$ cat config.mk
export PLATFORM = sky130hd
export DESIGN_NAME = fat_volume_geometry
export DESIGN_NICKNAME = d
export VERILOG_FILES = /design/src/hdl/fvg_pkg.sv /design/src/hdl/fat_volume_geometry.sv
export SDC_FILE = /design/constraint.sdc
export NUM_CORES = 1
export LEC_CHECK = 0
export BUFFER_PORTS_ARGS = -buffer_cell sky130_fd_sc_hd__buf_2
export CORE_ASPECT_RATIO = 0.7
export CORE_MARGIN = 2
export CORE_UTILIZATION = 63
export DETAILED_ROUTE_END_ITERATION = 16
export PLACE_DENSITY = 0.83
export SETUP_SLACK_MARGIN = 0.3
export SLEW_MARGIN = 20
export SYNTH_ARGS = -nofsm -noshare
export SYNTH_HDL_FRONTEND = slang
export SYNTH_SLANG_ARGS = --single-unit
$ cat constraint.sdc
create_clock -name clk -period 11.4 [get_ports clk]
set_clock_uncertainty 0.2 [all_clocks]
set_input_delay 2.28 -clock clk [delete_from_list [all_inputs] [get_ports clk]]
set_output_delay 2.28 -clock clk [all_outputs]
set_load 0.01 [all_outputs]
$ cat src/hdl/fvg_pkg.sv
// Package for the FAT12/FAT16 volume geometry block: constants, codes and pipeline types.
// Used by hdl/fat_volume_geometry.sv; depends on nothing else.
package fvg_pkg;

  localparam int unsigned SECTOR_BYTES = 512;
  localparam int unsigned DIR_PER_SECTOR = SECTOR_BYTES / 32;
  localparam int unsigned SECTOR_SHIFT = $clog2(SECTOR_BYTES);

  // boot record flavours
  localparam logic [1:0] BOOT_DOS1 = 2'd0;
  localparam logic [1:0] BOOT_EXT  = 2'd2;

  // error codes
  localparam logic [1:0] ERR_NONE  = 2'd0;
  localparam logic [1:0] ERR_FAT12 = 2'd1;
  localparam logic [1:0] ERR_FAT16 = 2'd2;
  localparam logic [1:0] ERR_SMALL = 2'd3;

  localparam logic [15:0] DOS1_MAX_CLUS  = 16'h03FE;
  localparam logic [15:0] EXT12_MAX_CLUS = 16'h03FD;
  localparam logic [15:0] FAT12_MAX_CLUS = 16'h0FF4;
  localparam logic [15:0] FAT16_MAX_CLUS = 16'hFFF4;

  localparam logic [31:0] FAT16_MIN_REQ  = 32'h0001_0000;
  localparam logic [31:0] EXT_SMALL_REQ  = 32'h0000_8000;
  localparam logic [31:0] FLOPPY_MAX_REQ = 32'd1440;
  localparam logic [23:0] FAT12_LIMIT    = 24'h01_0000;
  localparam logic [23:0] FAT16_LIMIT    = 24'h80_0000;

  localparam logic [9:0] ENTS_FAT12 = 10'd112;
  localparam logic [9:0] ENTS_FAT16 = 10'd512;
  localparam logic [5:0] FSTART_FAT12 = 6'(1 + 112 / DIR_PER_SECTOR);
  localparam logic [5:0] FSTART_FAT16 = 6'(1 + 512 / DIR_PER_SECTOR);

  localparam logic [7:0] MEDIA_F0 = 8'hF0;
  localparam logic [7:0] MEDIA_F8 = 8'hF8;
  localparam logic [7:0] MEDIA_F9 = 8'hF9;

  typedef enum logic [1:0] {
    PATH_BAND,
    PATH_FAT12,
    PATH_FAT16
  } path_t;

  typedef struct packed {
    logic [1:0]  boot_type;
    logic [31:0] sector_count;
  } req_t;

  typedef struct packed {
    path_t       path;
    logic [2:0]  sh;
    logic [15:0] maxc;
    logic [5:0]  fstart;
    logic [31:0] n;
    logic [15:0] est;
    logic [8:0]  spf;
    logic [10:0] ds;
    logic [15:0] cl;
    logic [9:0]  ents;
    logic [7:0]  desc;
    logic [5:0]  heads;
    logic [4:0]  hidden;
    logic        too_small;
  } geo_t;

  typedef struct packed {
    logic [1:0]  error_code;
    logic        is_fat16;
    logic [17:0] data_start;
    logic [16:0] root_start;
    logic [4:0]  hidden_sectors;
    logic [5:0]  head_count;
    logic [7:0]  media_descriptor;
    logic [9:0]  root_entries;
    logic [15:0] fat_sectors;
    logic [7:0]  cluster_sectors;
    logic [23:0] total_sectors;
  } res_t;

endpackage

$ cat src/hdl/fat_volume_geometry.sv
// FAT12/FAT16 volume geometry: top level, a five-stage pipeline from request to layout.
// Depends on hdl/fvg_pkg.sv.

// One request per clock cycle while the master side accepts results; four register
// stages lie behind the input register: cluster size and FAT estimate, FAT size,
// cluster count, final total and errors.
// Each stage holds its item only while the next one is full and stalled, so bubbles
// are squeezed out and the slave side keeps accepting while any stage is free.
module fat_volume_geometry
  import fvg_pkg::*;
(
  input  logic         clk,
  input  logic         rst,
  input  logic         s_tvalid,
  output logic         s_tready,
  input  logic [39:0]  s_tdata,  // boot_type[1:0], sector_count[33:2], zero pad
  output logic         m_tvalid,
  input  logic         m_tready,
  output logic [119:0] m_tdata   // total_sectors[23:0], cluster_sectors[31:24],
                                 // fat_sectors[47:32], root_entries[57:48],
                                 // media_descriptor[65:58], head_count[71:66],
                                 // hidden_sectors[76:72], root_start[93:77],
                                 // data_start[111:94], is_fat16[112],
                                 // error_code[114:113], zero pad
);

  logic v1, v2, v3, v4, v5;
  logic r1, r2, r3, r4, r5;
  req_t s1;
  geo_t s2, s3, s4;
  geo_t s2_next, s3_next, s4_next;
  res_t s5, s5_next;

  logic [31:0] est_raw;
  logic [31:0] cl_raw;
  logic [31:0] dsec;
  logic [17:0] spf_acc;
  logic [17:0] three_est;
  logic [23:0] n_out;
  logic [16:0] root_start;

  assign r5 = !v5 || m_tready;
  assign r4 = !v4 || r5;
  assign r3 = !v3 || r4;
  assign r2 = !v2 || r3;
  assign r1 = !v1 || r2;
  assign s_tready = r1;
  assign m_tvalid = v5;
  assign m_tdata  = {5'b0, s5};

  // cluster size, band values and FAT estimate
  always_comb begin
    s2_next = '0;
    s2_next.n = s1.sector_count;
    s2_next.desc = MEDIA_F0;
    if (s1.boot_type == BOOT_EXT && s1.sector_count > FAT16_MIN_REQ) begin
      s2_next.path = PATH_FAT16;
      s2_next.maxc = FAT16_MAX_CLUS;
      s2_next.fstart = FSTART_FAT16;
      s2_next.ents = ENTS_FAT16;
      priority if (s1.sector_count <= 32'h0004_0000) s2_next.sh = 3'd2;
      else if (s1.sector_count <= 32'h0008_0000) s2_next.sh = 3'd3;
      else if (s1.sector_count <= 32'h0010_0000) s2_next.sh = 3'd4;
      else if (s1.sector_count <= 32'h0020_0000) s2_next.sh = 3'd5;
      else if (s1.sector_count <= 32'h0040_0000) s2_next.sh = 3'd6;
      else s2_next.sh = 3'd7;
    end else if (s1.boot_type == BOOT_EXT ||
                 (s1.boot_type == BOOT_DOS1 && s1.sector_count > FLOPPY_MAX_REQ)) begin
      s2_next.path = PATH_FAT12;
      s2_next.fstart = FSTART_FAT12;
      s2_next.ents = ENTS_FAT12;
      if (s1.boot_type == BOOT_EXT) begin
        // small extended volumes get a lower maximum cluster count
        s2_next.maxc = (s1.sector_count <= EXT_SMALL_REQ) ? EXT12_MAX_CLUS : FAT12_MAX_CLUS;
        priority if (s1.sector_count <= 32'h0000_1000) s2_next.sh = 3'd2;
        else if (s1.sector_count <= 32'h0000_2000) s2_next.sh = 3'd3;
        else if (s1.sector_count <= 32'h0000_4000) s2_next.sh = 3'd4;
        else if (s1.sector_count <= 32'h0000_8000) s2_next.sh = 3'd5;
        else s2_next.sh = 3'd4;
      end else begin
        s2_next.maxc = DOS1_MAX_CLUS;
        priority if (s1.sector_count <= 32'h0000_0800) s2_next.sh = 3'd1;
        else if (s1.sector_count <= 32'h0000_1000) s2_next.sh = 3'd2;
        else if (s1.sector_count <= 32'h0000_2000) s2_next.sh = 3'd3;
        else if (s1.sector_count <= 32'h0000_4000) s2_next.sh = 3'd4;
        else if (s1.sector_count <= 32'h0000_8000) s2_next.sh = 3'd5;
        else s2_next.sh = 3'd6;
      end
    end else begin
      s2_next.path = PATH_BAND;
      s2_next.heads = 6'd2;
      s2_next.hidden = 5'd1;
      s2_next.ents = 10'd256;
      s2_next.spf = 9'd12;
      priority if (s1.sector_count > 32'd32732) begin
        s2_next.heads = 6'd32;
        s2_next.hidden = 5'd16;
        s2_next.sh = 3'd4;
        if (s1.sector_count > 32'd65535) s2_next.n = 32'd65535;
      end else if (s1.sector_count > 32'd16388) begin
        s2_next.sh = 3'd3;
      end else if (s1.sector_count > 32'd8212) begin
        s2_next.sh = 3'd2;
      end else if (s1.sector_count > 32'd4126) begin
        s2_next.sh = 3'd1;
      end else if (s1.sector_count > 32'd2880) begin
        s2_next.sh = 3'd1;
        s2_next.spf = 9'd6;
        s2_next.ents = 10'd224;
      end else if (s1.sector_count > 32'd1440) begin
        s2_next.sh = 3'd1;
        s2_next.spf = 9'd5;
        s2_next.ents = ENTS_FAT12;
      end else if (s1.sector_count > 32'd720) begin
        s2_next.sh = 3'd1;
        s2_next.spf = 9'd3;
        s2_next.ents = ENTS_FAT12;
        s2_next.desc = MEDIA_F9;
        s2_next.n = 32'd1440;
      end else begin
        s2_next.heads = 6'd1;
        s2_next.sh = 3'd1;
        s2_next.spf = 9'd2;
        s2_next.ents = ENTS_FAT12;
        s2_next.desc = MEDIA_F8;
        s2_next.n = 32'd720;
      end
    end
    est_raw = (s1.sector_count - {26'b0, s2_next.fstart}) >> s2_next.sh;
    s2_next.est = (est_raw > {16'b0, s2_next.maxc}) ? s2_next.maxc : est_raw[15:0];
    s2_next.too_small = (s2_next.path == PATH_FAT12) &&
                        (s1.sector_count < {26'b0, s2_next.fstart});
  end

  // FAT size and data start
  always_comb begin
    s3_next = s2;
    three_est = {2'b0, s2.est} + {1'b0, s2.est, 1'b0} + 18'd7;
    if (s2.path == PATH_FAT16) begin
      spf_acc = {1'b0, s2.est, 1'b0} + 18'(2 * 2 + SECTOR_BYTES - 1);
    end else begin
      spf_acc = {1'b0, three_est[17:1]} + 18'(SECTOR_BYTES - 1);
    end
    if (s2.path != PATH_BAND) begin
      s3_next.spf = spf_acc[SECTOR_SHIFT +: 9];
    end
    s3_next.ds = {5'b0, s3_next.fstart} + {1'b0, s3_next.spf, 1'b0};
  end

  // cluster count
  always_comb begin
    s4_next = s3;
    dsec = s3.n - {21'b0, s3.ds};
    cl_raw = dsec >> s3.sh;
    s4_next.cl = (cl_raw > {16'b0, s3.maxc}) ? s3.maxc : cl_raw[15:0];
    if (s3.path == PATH_FAT12 && s3.n < {21'b0, s3.ds}) s4_next.too_small = 1'b1;
  end

  // trimmed total, error checks and result
  always_comb begin
    if (s4.path == PATH_BAND) begin
      n_out = s4.n[23:0];
    end else begin
      n_out = {13'b0, s4.ds} + ({8'b0, s4.cl} << s4.sh);
    end
    root_start = 17'd1 + {7'b0, s4.spf, 1'b0};
    s5_next.total_sectors = n_out;
    s5_next.cluster_sectors = 8'd1 << s4.sh;
    s5_next.fat_sectors = {7'b0, s4.spf};
    s5_next.root_entries = s4.ents;
    s5_next.media_descriptor = s4.desc;
    s5_next.head_count = s4.heads;
    s5_next.hidden_sectors = s4.hidden;
    s5_next.root_start = root_start;
    s5_next.data_start = {1'b0, root_start} + {12'b0, s4.ents[9:4]};
    s5_next.is_fat16 = (s4.path == PATH_FAT16);
    priority if (s4.too_small) s5_next.error_code = ERR_SMALL;
    else if (s4.path != PATH_FAT16 && n_out >= FAT12_LIMIT) s5_next.error_code = ERR_FAT12;
    else if (s4.path == PATH_FAT16 && n_out > FAT16_LIMIT) s5_next.error_code = ERR_FAT16;
    else s5_next.error_code = ERR_NONE;
    if (s5_next.error_code != ERR_NONE) begin
      s5_next = '0;
      priority if (s4.too_small) s5_next.error_code = ERR_SMALL;
      else if (s4.path != PATH_FAT16) s5_next.error_code = ERR_FAT12;
      else s5_next.error_code = ERR_FAT16;
    end
  end

  always_ff @(posedge clk) begin
    if (rst) begin
      v1 <= 1'b0;
      v2 <= 1'b0;
      v3 <= 1'b0;
      v4 <= 1'b0;
      v5 <= 1'b0;
    end else begin
      if (r1) v1 <= s_tvalid;
      if (r2) v2 <= v1;
      if (r3) v3 <= v2;
      if (r4) v4 <= v3;
      if (r5) v5 <= v4;
    end
  end

  always_ff @(posedge clk) begin
    if (r1) s1 <= req_t'({s_tdata[1:0], s_tdata[33:2]});
    if (r2) s2 <= s2_next;
    if (r3) s3 <= s3_next;
    if (r4) s4 <= s4_next;
    if (r5) s5 <= s5_next;
  end

endmodule
==> reports/results.ini <==
[outcome]
status=finished, final reports clean

[grt]
grt_max_degree=75
first_global_vias=13600
antenna_found_initial=1
grt_pass1_wl_mm=73.2
grt.total_usage_pct=27.7
overflow=0

[final_layout]
fin_nets=2017
diodes=0
drive_gt1_share_pct=14.8
post-route-cell-area_um2=21400
syn2layout_area_growth_pct=8.44
nFillCells=2279

[worst_setup_path]
crit_type=reg2reg
rrSetupSlack_ns=3.33
worst-path-max-fanout=13
start_kind=flop
arrival_ns=8.15
required_ns=11.48
crit_path_end_kind=flop

[route]
post-route-drc-count=0
final_antenna_net_count=0
routed_via_density=6.17
wl_mm=45.7
top_layer=met4
routed-wl-met3_mm=3.44
wl_met1_mm=20.6
first_pass_iters=5
wl_met2_mm=20.4
wire_per_inst_um=19.8
drt_iter0_markers=1503
via_count=14300

[sta]
finalSetupTns_ns=0
final_hold_viol_count=0
setup_viol=0
rsz0062_at_grt=no
timing.final.crit_period_ns=8.07
max_slew_margin_pct=29.7
fin_crit_sh_pct=70.8
worst-slew-pin-transition_ns=1.05
clock.fmax_mhz=124
maxSlewViolCount=0

[clock_tree]
cts_tree=done
cts.sinks=324
holdBufCountCts=0
cts_resized=0
clk_path_buf_depth=3
clkLatencyLatePin_ns=0.58
clk_pin_slew_worst_paths_ns=0.06
cts_max_level=1
cts_setup_buffers=0
root_buffer=clkbuf_16
cts_buffers=31

[logic_synthesis]
ys_types=97
synth_area_um2=19800
ys_async_sr_fraction_pct=0
netlist_instances=1787
synth-seq-cells=324
synth_edf_count=319
syn_area_per_cell_um2=11.1
yosysWarnings=0
synth_seq_area_share_pct=49.0
synth_flop_cell=edfxtp_1

[place]
gp_routability_congestion=0.936
hpwl_mm=34.1
io_buffers=121
placed_cell_area_um2=20400

[floorplanning]
initial_core_util_pct=63.7
ioPinCount=166
die_y_um=152
rows=54
die-area_um2=32800
die_x_um=216
coreArea_um2=31000

[min_path]
min_path_type=reg2reg

[power]
leakage_uw=0.00890
fin_total_pwr_uw=3220
irDropWorstVdd_uv=160
p_per_area_nw_per_um2=150

[flow_run]
drv_cap=0

-- critical path, stage by stage (launching register included) --
cell and delay [ns]:
edfxtp_1 0.39, nor4_2 0.58, nand4_1 0.37, or3_1 0.47
o31a_1 0.51, nand2_2 0.23, ha_1 0.29, nand2_1 0.08
o211ai_1 0.19, or2_2 0.39, or4b_2 0.65, xor2_1 0.30
mux2i_1 0.17, mux2i_1 0.44, mux2i_1 0.15, ha_1 0.32
a21o_1 0.17, a21oi_1 0.14, o21ai_0 0.12, o22ai_1 0.23
nand3_1 0.15, a221oi_4 0.48, nand4_2 0.37, inv_1 0.22
a211oi_1 0.15
-- metal layers --
metal | up-vias | global-route usage [%]
met5 | - | 0
met2 | 607 | 43.0
li1 | 6767 | -
met4 | 0 | 7.75
met3 | 82 | 3.97
met1 | 6809 | 41.1
-- sequential cells by signal, summed over array words and instances (netlist names) --
name      cells
s2           73
m_tdata      67
v2            1
m_tvalid      1
s3           71
s4           74
s1           34
v4            1
v3            1
v1            1
-- logic make-up (layout without fill, tap and decap cells) --
group	Yosys count	after routing	share of synthesized area, %
other	1	38	0.0190
AND/OR/NAND/NOR	576	576	15.6
buffers and inverters	212	281	5.39
multiplexers	138	138	7.75
flip-flops	324	324	49.0
XOR/XNOR	80	80	3.54
AO/OA/AOI/OAI	353	353	12.1
adder cells (fa/ha/maj)	103	103	6.63
-- final cells by class --
class | count | area (um^2) | share of cell area, %
inverters | 89 | 337 | 1.57
flip-flops and latches | 324 | 9680 | 45.2
clock inverters | 22 | 216 | 1.01
well taps | 420 | 526 | 2.45
multi-input cells | 1288 | 9170 | 42.8
repair buffers | 136 | 718 | 3.35
clock buffers | 34 | 787 | 3.67
-- through the flow --
stage                     setup slack [ns]  instances  hold slack [ns]  utilization [%]
after floorplan                       5.14       1824            0.200                -
after global placement                3.57       2257            0.201             65.9
after detailed placement              3.41       2257            0.205             65.9
after CTS                             3.37       2313            0.211             69.1
after global routing                  2.83       2313            0.218             69.1
final                                 3.33       2313            0.210             69.1
-- power by group --
part	internal (uW)	leakage [uW]	switching (uW)
Combinational	291	0.00482	418
Sequential	1410	0.00359	77.1
Clock	570	0.000490	449
Total	2270	0.00890	943
-- synth_stat cells, drive strengths merged, types with 30 or more instances --
cell type    n  share of area (%)
xor2        31                1.4
o21ai       62                1.6
nand2      104                2.0
a21o        35                1.3
clkbuf      40               0.77
a211oi      30                1.2
nor3        39                1.0
edfxtp     319                 48
nor2       146                2.8
buf         83                2.9
a21oi       90                2.3
ha         100                6.3
nand3       44                1.1
and2        44                1.4
inv         87                1.7
xnor2       49                2.2
mux2i      101                5.1
-- final timing paths --
check	startpoint	endpoint	cells after the start
hold / removal	s2[89]$_DFFE_PP_	s3[89]$_DFFE_PP_	0
setup / recovery	s1[31]$_DFFE_PP_	s2[80]$_DFFE_PP_	24
hold reg to reg	s2[89]$_DFFE_PP_	s3[89]$_DFFE_PP_	0
setup reg to reg	s1[31]$_DFFE_PP_	s2[80]$_DFFE_PP_	24
-- layout by cell type, fill, tap and decap left out, drive strengths merged, types with 8 or more instances in the layout --
cell type / instances
a211oi: 30
a21boi: 8
a21o: 35
a21oi: 90
a31oi: 15
and2: 44
and3: 17
and4: 10
buf: 136
clkbuf: 34
clkinv: 15
conb: 38
edfxtp: 319
ha: 100
inv: 90
mux2: 28
mux2i: 101
mux4: 9
nand2: 104
nand2b: 24
nand3: 44
nand4: 23
nor2: 146
nor2b: 24
nor3: 39
nor4: 25
o211ai: 19
o21a: 13
o21ai: 62
o21bai: 8
o22ai: 9
or2: 17
or3: 16
or4: 12
xnor2: 49
xor2: 31
Power figures use the tool's default switching activity.
